===== config.mk =====
export PLATFORM = sky130hd
export DESIGN_NAME = rsw_ram
export DESIGN_NICKNAME = d
export VERILOG_FILES = /design/src/rtl/route_split_time_windows_defines.svh /design/src/rtl/rsw_ram.sv
export SDC_FILE = /design/constraint.sdc
export NUM_CORES = 1
export LEC_CHECK = 0
export ABC_AREA = 0
export BUFFER_PORTS_ARGS = -buffer_cell sky130_fd_sc_hd__buf_2
export CAP_MARGIN = 25
export CORE_AREA = 2 2 180 182
export CTS_BUF_LIST = sky130_fd_sc_hd__clkbuf_2
export DETAILED_ROUTE_END_ITERATION = 6
export DIE_AREA = 0 0 182 184
export PLACE_DENSITY = 0.81
export REMOVE_ABC_BUFFERS = 1
export SETUP_SLACK_MARGIN = 0.05
export SKIP_LAST_GASP = 1
export SLEW_MARGIN = 20
export SYNTH_ARGS = -nofsm -noshare
export SYNTH_HDL_FRONTEND = slang
export SYNTH_SLANG_ARGS = --single-unit

===== constraint.sdc =====
create_clock -name i_clk -period 1.9 [get_ports i_clk]
set_input_delay 0 -clock i_clk [delete_from_list [all_inputs] [get_ports i_clk]]
set_output_delay 0 -clock i_clk [all_outputs]
set_load 0.02 [all_outputs]

===== src/rtl/route_split_time_windows_defines.svh =====
// assertion macros for the route splitter
`ifndef ROUTE_SPLIT_TIME_WINDOWS_DEFINES_SVH
`define ROUTE_SPLIT_TIME_WINDOWS_DEFINES_SVH

`ifndef SYNTHESIS
`define RSW_ASSERT_IMP(lbl, ante, cons, msg) \
    lbl: assert property (@(posedge i_clk) disable iff (!i_rst_n) (ante) |-> (cons)) \
        else $error(msg);
`define RSW_ASSERT_NXT(lbl, ante, cons, msg) \
    lbl: assert property (@(posedge i_clk) disable iff (!i_rst_n) (ante) |=> (cons)) \
        else $error(msg);
`else
`define RSW_ASSERT_IMP(lbl, ante, cons, msg)
`define RSW_ASSERT_NXT(lbl, ante, cons, msg)
`endif

`endif


===== src/rtl/rsw_ram.sv =====
module rsw_ram #(
    parameter int WIDTH = 8,
    parameter int DEPTH = 64,
    parameter int AW    = (DEPTH > 1) ? $clog2(DEPTH) : 1
) (
    input  logic             i_clk,
    input  logic             i_we,
    input  logic [AW-1:0]    i_waddr,
    input  logic [WIDTH-1:0] i_wdata,
    input  logic [AW-1:0]    i_raddr,
    output logic [WIDTH-1:0] o_rdata
);
    logic [WIDTH-1:0] r_mem [DEPTH];

    always_ff @(posedge i_clk) begin
        if (i_we) begin
            r_mem[i_waddr] <= i_wdata;
        end
        o_rdata <= r_mem[i_raddr];
    end
endmodule


==> PnR_summary.wiki <==
{| class="wikitable"
! Metric !! Value
|-
| Number of flops mapped to enable cells by yosys || 512
|-
| Die Footprint || 33500 sq um
|-
| Leading cell types by count after synthesis || sky130_fd_sc_hd__edfxtp_1 (512), sky130_fd_sc_hd__mux4_2 (126), sky130_fd_sc_hd__nor2_1 (83)
|-
| Violated checks || hold timing
|-
| Start point of the worst hold path || i_raddr[4]
|-
| Fraction of synthesis flops using an asynchronous set or reset pin || 0%
|-
| DR DRC count || 0
|-
| Min Hold Slack || -0.448 ns
|-
| Std cell rows || 65
|-
| Die Ht || between 150 and 200 um
|-
| Area leader, netlist || sky130_fd_sc_hd__edfxtp_1
|-
| Critical path endpoint || o_rdata[4]
|-
| TNS Setup || 0 ns
|-
| Kind of end point of the critical path || flop
|-
| Crit path launch type || flop
|-
| Cell types with the largest area share after synthesis || sky130_fd_sc_hd__edfxtp_1 (76%), sky130_fd_sc_hd__mux4_2 (14%), sky130_fd_sc_hd__nor2_1 (1.5%), sky130_fd_sc_hd__mux2i_1 (1.1%), sky130_fd_sc_hd__dfxtp_1 (0.79%)
|-
| Share of cells above drive strength 1 || 39.3%
|-
| Yosys warnings || 0
|-
| Number of design-rule violations left by the first detailed-router iteration || 1661
|-
| Maximum buffer depth of the clock tree || 3
|-
| Number of endpoints with negative hold slack in the final report || 6
|-
| Most frequent cell after synthesis || sky130_fd_sc_hd__edfxtp_1
|-
| Count of non-filler cells in the finished layout || 1721
|-
| Residual antenna-violating net count after detailed routing || 0
|-
| Routed wire length || 46.0 mm
|-
| Number of maximum-capacitance constraint violations || 0
|-
| Max Freq || 0.531 GHz
|-
| Post CTS Setup Buffer Count || 0
|-
| Unique masters post-synth || 40
|-
| Register-to-register setup slack || 0.02 ns
|-
| Core box area || 31400 sq um
|-
| Initial DRT Pass Iterations || 5
|-
| Vias in the first global route || 11100
|-
| Critical path type || flop to flop
|-
| Overall via count from detail_route || 11100
|-
| Crit path max fanout || 1
|-
| Register bit total from synthesis || 520
|-
| Clock net sink count || 520
|-
| Total global-route track usage || 28.4%
|-
| Number of placed instances, taps included || around 1500
|-
| Proportion of netlist area held by the largest area contributor || 76.2%
|-
| Final setup violation count || 0
|-
| Drt wl/cell || 26.7 um
|-
| RSZ-0062 raised after global routing || true
|-
| Critical path required time || between 2 and 3 ns
|-
| Layout Skew || approximately 0.11 ns
|-
| Initial cell density of the core || approximately 64%
|-
| Count of pins on the block boundary || 30
|-
| First element of the critical path || r_mem[17][4]
|-
| CTS tree || built
|-
| Final weighted congestion in routability-driven placement || 0.855
|-
| Main synth FF type || sky130_fd_sc_hd__edfxtp_1
|-
| Wire length of the first global-routing pass || 68.6 mm
|-
| Startpoint of the worst-slack reg-to-reg timing path || r_mem[17][4]
|-
| Reg-to-Reg End || o_rdata[4]
|-
| Post-synthesis instance total || 940
|-
| Sequential cell area fraction in the yosys report || 77.0%
|-
| Leak Pwr || 7.89 nW
|-
| H-tree level count || 3
|-
| GR Overflow Total || 0
|-
| Relative slew margins || between 40% and 50%
|-
| Number of nets in the finished design || 1246
|-
| Root buffer cell || sky130_fd_sc_hd__clkbuf_2
|-
| # hold bufs at CTS || 34
|-
| Share of the clock period used by the worst path || 99.2%
|-
| Worst hold path type || input port to flop
|-
| Largest net degree at the start of global routing || 65
|-
| Initial antenna violation count || 3
|-
| Clock latency at the later pin of the worst-skew pair || approximately 1.0 ns
|-
| Clock Pin Slew Worst Setup and Hold Paths || 0.12 ns
|-
| Power per unit of standard cell area || roughly 900 nW/um^2
|-
| Die width || 182 um
|-
| Outcome || finished, violations left
|-
| Post-synthesis instance area || ~20000 sq um
|-
| Max-slew violations || 0
|-
| Post-Syn Area per Cell || ~21 sq um
|-
| Measured slew at the worst slew-check pin || 0.768 ns
|-
| Critical path arrival || 2.77 ns
|-
| Num CTS Buffers || 120
|-
| Cell depth of the worst flop-to-flop path || 5
|-
| Largest voltage drop on the vdd net || 577 uV
|-
| Hpwl dp || 28.8 mm
|-
| Port bufs || 29
|-
| Minimum clock period after layout || 1.88 ns
|-
| Filler cells || approximately 1800
|-
| Post-DR vias/cell || between 6 and 7
|-
| Synthesis-to-layout area growth || 15.6%
|}
==> placed cells by master (no fill, tap or decap), types with 14 or more instances in the layout <==
cell,count
sky130_fd_sc_hd__nor2_1,80
sky130_fd_sc_hd__nor2b_1,14
sky130_fd_sc_hd__buf_2,26
sky130_fd_sc_hd__nand2_1,19
sky130_fd_sc_hd__edfxtp_1,512
sky130_fd_sc_hd__mux2i_1,23
sky130_fd_sc_hd__clkbuf_2,172
sky130_fd_sc_hd__buf_4,139
sky130_fd_sc_hd__clkinv_1,29
sky130_fd_sc_hd__mux4_2,126
sky130_fd_sc_hd__dlygate4sd3_1,34
==> metrics by stage <==
| stage | power, W | hold WS (ns) | worst slack (ns) | utilization, % | instance area, sq um |
|---|---|---|---|---|---|
| final | 0.0211 | -0.448 | 0.0160 | 74.3 | 23300 |
| after global routing | 0.0218 | -0.486 | -0.00499 | 74.3 | 23300 |
| after CTS | 0.0211 | -0.521 | 0.0304 | 74.1 | 23300 |
| after detailed placement | 0.0143 | 0.445 | -0.257 | 69.4 | 21800 |
| after global placement | 0.0142 | 0.448 | -0.233 | 69.4 | 21800 |
| after floorplan | 0.0135 | 0.0989 | 0.216 | - | 19900 |
==> layout make-up <==
class | count | area (sq um) | share of cell area [%]
Antenna cell | 2 | 5.00 | 0.0215
Clock buffer | 172 | 861 | 3.69
Timing Repair Buffer | 213 | 1790 | 7.67
Sequential cell | 520 | 15500 | 66.6
Clock inverter | 43 | 241 | 1.04
Tap cell | 402 | 503 | 2.16
Multi-Input combinational cell | 369 | 4390 | 18.8
==> kinds of logic (layout without fill, tap and decap cells) <==
| group | Yosys count | count (layout) | share of synthesized area, % |
|---|---|---|---|
| AOI/OAI and AO/OA | 54 | 54 | 2.07 |
| buffers and inverters | 51 | 428 | 1.57 |
| muxes | 162 | 162 | 15.9 |
| other | 0 | 2 | 0 |
| DFF | 520 | 520 | 77.0 |
| and+or+nand+nor | 153 | 153 | 3.39 |
==> what timing repair did <==
action                                  4_1_cts  5_1_grt
gates resized for setup                       7        7
endpoints found under the setup margin        6        7
pin swaps                                     2        0
hold endpoints to repair                   1032        6
==> worst min path at each step <==
stage,endpoint,slack [ns],cells past startpoint
floorplan,r_mem[0][0],0.1,0
global placement,o_rdata[0],0.45,3
detailed placement,o_rdata[0],0.44,3
CTS,o_rdata[1],-0.52,3
global route,o_rdata[2],-0.49,3
finish,o_rdata[2],-0.45,3
==> critical path, stage by stage, from the launching register on <==
cell and delay [ns]:
sky130_fd_sc_hd__edfxtp_1 0.41, sky130_fd_sc_hd__mux4_2 0.47, sky130_fd_sc_hd__mux2_2 0.28, sky130_fd_sc_hd__o221a_4 0.28, sky130_fd_sc_hd__nor3_4 0.16, sky130_fd_sc_hd__o32ai_1 0.11
==> registers in the layout (all words and copies together), names as in the netlist <==
| signal | count |
|---|---|
| o_rdata | 8 |
| r_mem | 512 |
==> report_power, final <==
group          internal (W)  total [W]  switching [W]
clock               0.00274    0.00697        0.00423
sequential           0.0127     0.0127      0.0000475
combinational      0.000590    0.00139       0.000800
total                0.0160     0.0211        0.00508
==> layer usage <==
layer	track usage [%]	wire length [um]	part of all wire [%]	up-vias
met1	39.9	17200	37	5597
met3	6.32	5110	11	103
met2	45.2	22400	49	779
met5	0	12	0.026	-
met4	10.1	1350	2.9	2
li1	-	-	-	4578
Power figures use the tool's default switching activity.
