`src/rtl/route_split_time_windows_defines.svh`:
```
// assertion macros for the route splitter
`ifndef ROUTE_SPLIT_TIME_WINDOWS_DEFINES_SVH
`define ROUTE_SPLIT_TIME_WINDOWS_DEFINES_SVH

`ifndef SYNTHESIS
`define RSW_ASSERT_IMP(lbl, ante, cons, msg) \
    lbl: assert property (@(posedge i_clk) disable iff (!i_rst_n) (ante) |-> (cons)) \
        else $error(msg);
`define RSW_ASSERT_NXT(lbl, ante, cons, msg) \
    lbl: assert property (@(posedge i_clk) disable iff (!i_rst_n) (ante) |=> (cons)) \
        else $error(msg);
`else
`define RSW_ASSERT_IMP(lbl, ante, cons, msg)
`define RSW_ASSERT_NXT(lbl, ante, cons, msg)
`endif

`endif

```
`src/rtl/rsw_pkg.sv`:
```
package rsw_pkg;

    localparam int DEF_MAX_SEQUENCE = 64;
    localparam int DEF_NUM_TASKS    = 256;
    localparam int DEF_NUM_NODES    = 256;

    localparam int          COST_W   = 24;
    localparam logic [23:0] COST_MAX = 24'hFFFFFF;
    localparam logic [15:0] CAP_RESET = 16'hFFFF;

    localparam logic [1:0] REQ_LOAD_TASK   = 2'd0;
    localparam logic [1:0] REQ_LOAD_MATRIX = 2'd1;
    localparam logic [1:0] REQ_APPEND      = 2'd2;
    localparam logic [1:0] REQ_RUN         = 2'd3;

    typedef struct packed {
        logic [1:0]  req_type;
        logic [7:0]  index;
        logic [7:0]  to_node;
        logic [7:0]  start_node;
        logic [7:0]  end_node;
        logic [15:0] demand;
        logic [15:0] service_cost;
        logic [15:0] service_time;
        logic [15:0] window_open;
        logic [15:0] window_close;
        logic [15:0] travel_cost;
        logic [15:0] travel_time;
    } t_req;

    typedef struct packed {
        logic [7:0]  task_id;
        logic [5:0]  route_number;
        logic        route_end;
        logic        last;
        logic        infeasible;
        logic [23:0] total_cost;
    } t_res;

    typedef struct packed {
        logic        ok;
        logic        improve;
        logic [23:0] cand;
        logic [16:0] dep;
    } t_eval;

endpackage

```
`src/rtl/rsw_eval.sv`:
```
module rsw_eval (
    input  logic [15:0]          i_cap,
    input  logic [22:0]          i_load,
    input  logic [23:0]          i_path,
    input  logic [17:0]          i_arr,
    input  logic [23:0]          i_best_prev,
    input  logic [23:0]          i_best_cur,
    input  logic                 i_reached_cur,
    input  logic [15:0]          i_depot_cost,
    input  logic [15:0]          i_open,
    input  logic [15:0]          i_close,
    input  logic [15:0]          i_stime,
    output rsw_pkg::t_eval       o_eval
);
    import rsw_pkg::*;

    logic [25:0] sum;
    logic [23:0] cand;
    logic        ok;
    logic [17:0] start;
    logic [18:0] dep;

    always_comb begin
        sum   = {2'b0, i_best_prev} + {2'b0, i_path} + {10'b0, i_depot_cost};
        cand  = (sum > {2'b0, COST_MAX}) ? COST_MAX : sum[23:0];
        ok    = (i_load <= {7'b0, i_cap}) && (i_arr <= {2'b0, i_close});
        start = (i_arr > {2'b0, i_open}) ? i_arr : {2'b0, i_open};
        dep   = {1'b0, start} + {3'b0, i_stime};
        o_eval.ok      = ok;
        o_eval.improve = ok && (!i_reached_cur || (cand < i_best_cur));
        o_eval.cand    = cand;
        o_eval.dep     = dep[16:0];
    end
endmodule

```
`config.mk`:
```
export PLATFORM = sky130hd
export DESIGN_NAME = rsw_eval
export DESIGN_NICKNAME = d
export VERILOG_FILES = /design/src/rtl/route_split_time_windows_defines.svh /design/src/rtl/rsw_pkg.sv /design/src/rtl/rsw_eval.sv
export SDC_FILE = /design/constraint.sdc
export NUM_CORES = 1
export LEC_CHECK = 0
export BUFFER_PORTS_ARGS = -buffer_cell sky130_fd_sc_hd__clkbuf_2
export CAP_MARGIN = 5
export CORE_MARGIN = 2
export CORE_UTILIZATION = 40
export DETAILED_ROUTE_END_ITERATION = 7
export PLACE_DENSITY = 0.71
export SLEW_MARGIN = 40
export SYNTH_ARGS = -nofsm -noshare
export SYNTH_HDL_FRONTEND = slang
export SYNTH_SLANG_ARGS = --single-unit
```
`constraint.sdc`:
```
create_clock -name vclk -period 6.98
set_clock_uncertainty 0.1 [all_clocks]
set_input_delay 0.698 -clock vclk [all_inputs]
set_output_delay 0.698 -clock vclk [all_outputs]
set_load 0.02 [all_outputs]
```
==> results_dict.tcl, run 1 <==
set metrics [dict create \
    die_height_um 114.5 \
    start_util 0.4086 \
    nClkBuffers 0 \
    start_kind "input port" \
    drive_above_1_share 0.3158 \
    grt_overflow_total 0 \
    nets 1206 \
    drtIter0Drc 255 \
    fmaxAchievable_ghz 0.1570 \
    syn_area_mm2 0.004887 \
    drtPass1Iterations 4 \
    wl_per_cell_um 13.33 \
    worstMarginPinSlew_ps 732.0 \
    num-fill-cells 1201 \
    final-hold-violation-count 0 \
    setup_viol 0 \
    crit_type "in -> out" \
    slew_headroom 0.5120 \
    drv_cap 0 \
    endpoint_kind "primary output" \
    place_ws_ps 561.0 \
    mostFrequentLayoutCell "clkbuf_2" \
    synth_area_per_cell_um2 7.473 \
    drcViolationCount 0 \
    syn_inst 654 \
    rsz0062_at_grt "false" \
    place_area_mm2 0.006185 \
    fp.dieW_um 114.5 \
    drt_wl_total_um 13610 \
    yosysWarnings 0 \
    tns_ps 0 \
    core_area_mm2 0.01196 \
    mostFrequentLayoutCells "237 x clkbuf_2, 117 x ha_1, 87 x inv_1" \
    required_ps 6180 \
    syn_to_final_growth_pct 26.55 \
    slowest_stage "fa_1" \
    syn_nets 984 \
    ctsResizeCount 0 \
    seqCellArea_um2 0 \
    antenna_found_initial 1 \
    crit_path_max_incr_delay_ps 530 \
    antenna_cells 0 \
    crit_arrival_ps 5570 \
    period_minus_slack_ps 6369 \
    worst_slack_ps 611.4 \
    fp-row-count 40 \
    critPathMaxFanout 13 \
    p_total_mw 0.8602 \
    cellLeakagePower_nw 3.384 \
    crit_top_cell "inv_1" \
    crit_family "compound AO/OA/AOI/OAI gates" \
    grt_max_degree 48 \
    slew_violations 0 \
    seq_cells 0 \
    dp.cells 1021 \
    finalNonFillerCells 1021 \
    yosysUniqueCellTypes 62 \
    dr_total_vias 5395 \
    via_per_inst 5.284 \
    ir_worst_vdd_mv 0.08758 \
    grt_pass1_vias 4819 \
    postCtsSetupBuffers 0 \
    grt_pass1_wl_um 21550 \
    status "finished, final reports clean" \
    p_per_area_mw_per_mm2 139.1 \
    dieArea_mm2 0.01312 \
    path_buf_inv 5 \
    grtUsageTotal 0.1944 \
    final_cell_area_mm2 0.006185 \
    dp_hpwl_um 12230 \
    seq_area_frac_synth 0 \
    io_buffers 237 \
    min_path_type "in -> out" \
    fin_crit_sh 0.9124 \
    multi_input_comb_area_mm2 0.004466 \
    gp_congestion 0.8827 \
    cts_hold_buf 0 \
    io_pins 237 \
    drtAntennaViolNets 0 \
]
per-stage QoR:
step / util / hold WS [ps]
finish: 0.5171 / 1627
global route: 0.5171 / 1652
CTS: 0.5171 / 1628
detailed placement: 0.5171 / 1625
global placement: 0.5168 / 1626
floorplan: - / 1438
metal layers:
layer  vias to the layer above  track usage  wire length [µm]
met5                         -            0                 0
met4                         0      0.03008               281
met3                        22      0.02541               844
met2                       164       0.3535              6436
met1                      2365       0.2481              6045
li1                       2844            -                 -
report_power, final:
group / internal (mW) / leakage (nW) / switching, mW
logic: 0.359 / 3.38 / 0.501
registers: 0 / 0 / 0
clock network: 0 / 0 / 0
synthesized netlist by cell type, types with 16 or more instances:
master	instances	area [µm²]
xor2_1	17	148.9
o31ai_1	18	135.1
o211ai_1	16	120.1
or3_1	16	100.1
nand3_1	46	230.2
nand2_2	17	106.4
o21ai_0	24	120.1
a21oi_1	57	285.3
inv_1	87	326.6
xnor2_1	16	140.1
ha_1	118	1476
fa_1	18	360.4
nor2_1	25	93.84
a21o_1	24	180.2
tightest hold or removal path, cell delays in order:
cell	delay [ps]
clkbuf_2	110
xnor2_1	70
clkbuf_2	150
kinds of logic (layout without fill, tap and decap cells):
kind of cell / count (synthesis) / count (layout) / synth area share
AND/OR/NAND/NOR: 185 / 185 / 0.2079
buffers and inverters: 107 / 327 / 0.08679
multiplexers: 1 / 1 / 0.004608
XOR/XNOR: 33 / 33 / 0.05914
adder cells (fa/ha/maj): 136 / 136 / 0.3758
AO/OA/AOI/OAI: 192 / 192 / 0.2658
final timing paths:
path / slack (ps) / start / to / cells after the start
hold / removal: 1630 / i_arr[16] / o_eval[16] / 3
setup / recovery: 610 / i_path[1] / o_eval[41] / 26
cell type report:
type | instances | share of cell area
timing repair buffer | 240 | 0.1954
tap | 147 | 0.02974
multi-input combinational | 547 | 0.7220
inverter | 87 | 0.05280
Power figures use the tool's default switching activity.
==> inputs of run 2 (changes only) <==
--- a/config.mk
+++ b/config.mk
@@ -9,6 +9,7 @@
 export CAP_MARGIN = 5
-export CORE_MARGIN = 2
-export CORE_UTILIZATION = 40
+export CELL_PAD_IN_SITES_DETAIL_PLACEMENT = 0
+export CELL_PAD_IN_SITES_GLOBAL_PLACEMENT = 1
+export CORE_UTILIZATION = 34
 export DETAILED_ROUTE_END_ITERATION = 7
-export PLACE_DENSITY = 0.71
+export PLACE_DENSITY_LB_ADDON = 0.1
 export SLEW_MARGIN = 40
==> constraint.sdc (replaced) <==
create_clock -name vclk -period 6.98
set_clock_uncertainty 0.1 [all_clocks]
set_input_delay 1.047 -clock vclk [all_inputs]
set_output_delay 1.047 -clock vclk [all_outputs]
set_load 0.02 [all_outputs]
==> run 2 against run 1 <==
Fmax down 5.0%. Total power up 4.1%. Count of clock-buffer cells in the layout unchanged. Final cell count up 4.2%. Non-clock buffer count up 10. Design area up 2.6%. Utilization down 6.2 points. Combinational power up 4.2%. First-iteration DRC count down 5.9%. Via count up 1.4%. Critical endpoint unchanged.
==> results_dict.tcl, run 2 (synthesized netlist as in run 1, its figures left out) <==
set metrics [dict create \
    drtAntennaViolNets 0 \
    via_per_inst 5.143 \
    nets 1216 \
    die_height_um 121.9 \
    antenna_cells 0 \
    crit_path_max_incr_delay_ps 530 \
    slew_headroom 0.4879 \
    gp_congestion 0.8620 \
    drive_above_1_share 0.3269 \
    final-hold-violation-count 0 \
    start_kind "input port" \
    dp_hpwl_um 13210 \
    start_util 0.3507 \
    slowest_stage "fa_1" \
    ir_worst_vdd_mv 0.07152 \
    cellLeakagePower_nw 3.446 \
    drcViolationCount 0 \
    status "finished, final reports clean" \
    p_per_area_mw_per_mm2 141.1 \
    drv_cap 0 \
    dr_total_vias 5472 \
    endpoint_kind "primary output" \
    grt_overflow_total 0 \
    hold_end "o_eval[16]" \
    fmaxAchievable_ghz 0.1491 \
    fin_crit_sh 0.9608 \
    mostFrequentLayoutCells "236 x clkbuf_2, 118 x ha_1, 87 x inv_1" \
    crit_type "in -> out" \
    fp.dieW_um 121.9 \
    hold-path-cell-count 3 \
    rsz0062_at_grt "false" \
    path_buf_inv 8 \
    grt_max_degree 48 \
    drt_wl_total_um 14750 \
    crit_arrival_ps 5560 \
    setup_viol 0 \
    period_minus_slack_ps 6707 \
    drtPass1Iterations 4 \
    nClkBuffers 0 \
    min_path_type "in -> out" \
    wl_per_cell_um 13.86 \
    crit_family "compound AO/OA/AOI/OAI gates" \
    drtIter0Drc 240 \
    core_area_mm2 0.01393 \
    final_cell_area_mm2 0.006347 \
    fp-row-count 43 \
    tns_ps 0 \
    grt_pass1_wl_um 23230 \
    hp-start "i_arr[16]" \
    mostFrequentLayoutCell "clkbuf_2" \
    seqCellArea_um2 0 \
    antenna_found_initial 0 \
    cts_hold_buf 0 \
    dieArea_mm2 0.01486 \
    slew_violations 0 \
    syn_to_final_growth_pct 29.88 \
    worstMarginPinSlew_ps 768.2 \
    cp_num_cells 27 \
    grt_pass1_vias 5073 \
    place_area_mm2 0.006269 \
    io_buffers 237 \
    io_pins 237 \
    seq_cells 0 \
    required_ps 5830 \
    grtUsageTotal 0.1895 \
    startpoint "i_path[1]" \
    critPathMaxFanout 6 \
]
[run 2: where the power goes]
part	leakage [nW]	internal, mW	switching [mW]
clock network	0	0	0
registers	0	0	0
logic	3.45	0.379	0.517
total	3.45	0.379	0.517
[run 2: how the worst max path moves through the flow]
stage / endpoint / slack (ps)
after floorplan: o_eval[41] / 430
after global placement: o_eval[41] / 190
after detailed placement: o_eval[41] / 100
after CTS: o_eval[41] / 90
after global routing: o_eval[41] / 20
final: o_eval[41] / 270
[run 2: cell type report]
type | count | area (µm²)
Timing Repair Buffer | 250 | 1314
Inverter | 87 | 326.6
Multi-Input combinational cell | 547 | 4482
Fill cell | 1478 | 7587
Tap cell | 180 | 225.2
[run 2: stage by stage]
stage	setup slack, ps	util	hold slack, ps	power (mW)	std cells
final	273.3	0.4555	2321	0.8958	1064
after global routing	17.50	0.4555	2366	0.9955	1064
after global placement	187.7	0.4499	2322	0.8713	1060
after CTS	92.85	0.4499	2328	0.8851	1060
after floorplan	425.6	-	2136	0.6120	654
after detailed placement	104.6	0.4499	2327	0.8783	1060
[run 2: routing by layer]
metal	global-route usage	vias up	wire, µm
met1	0.2371	2458	6303
met2	0.3602	147	7592
met4	0.02392	0	163
met3	0.01077	10	690
met5	0	-	0
li1	-	2857	-
[run 2: repair_timing]
| action | 4_1_cts | 5_1_grt |
|---|---|---|
| resized for setup | 0 | 10 |
| setup endpoints to repair | 0 | 1 |
| buffers inserted | 0 | 4 |
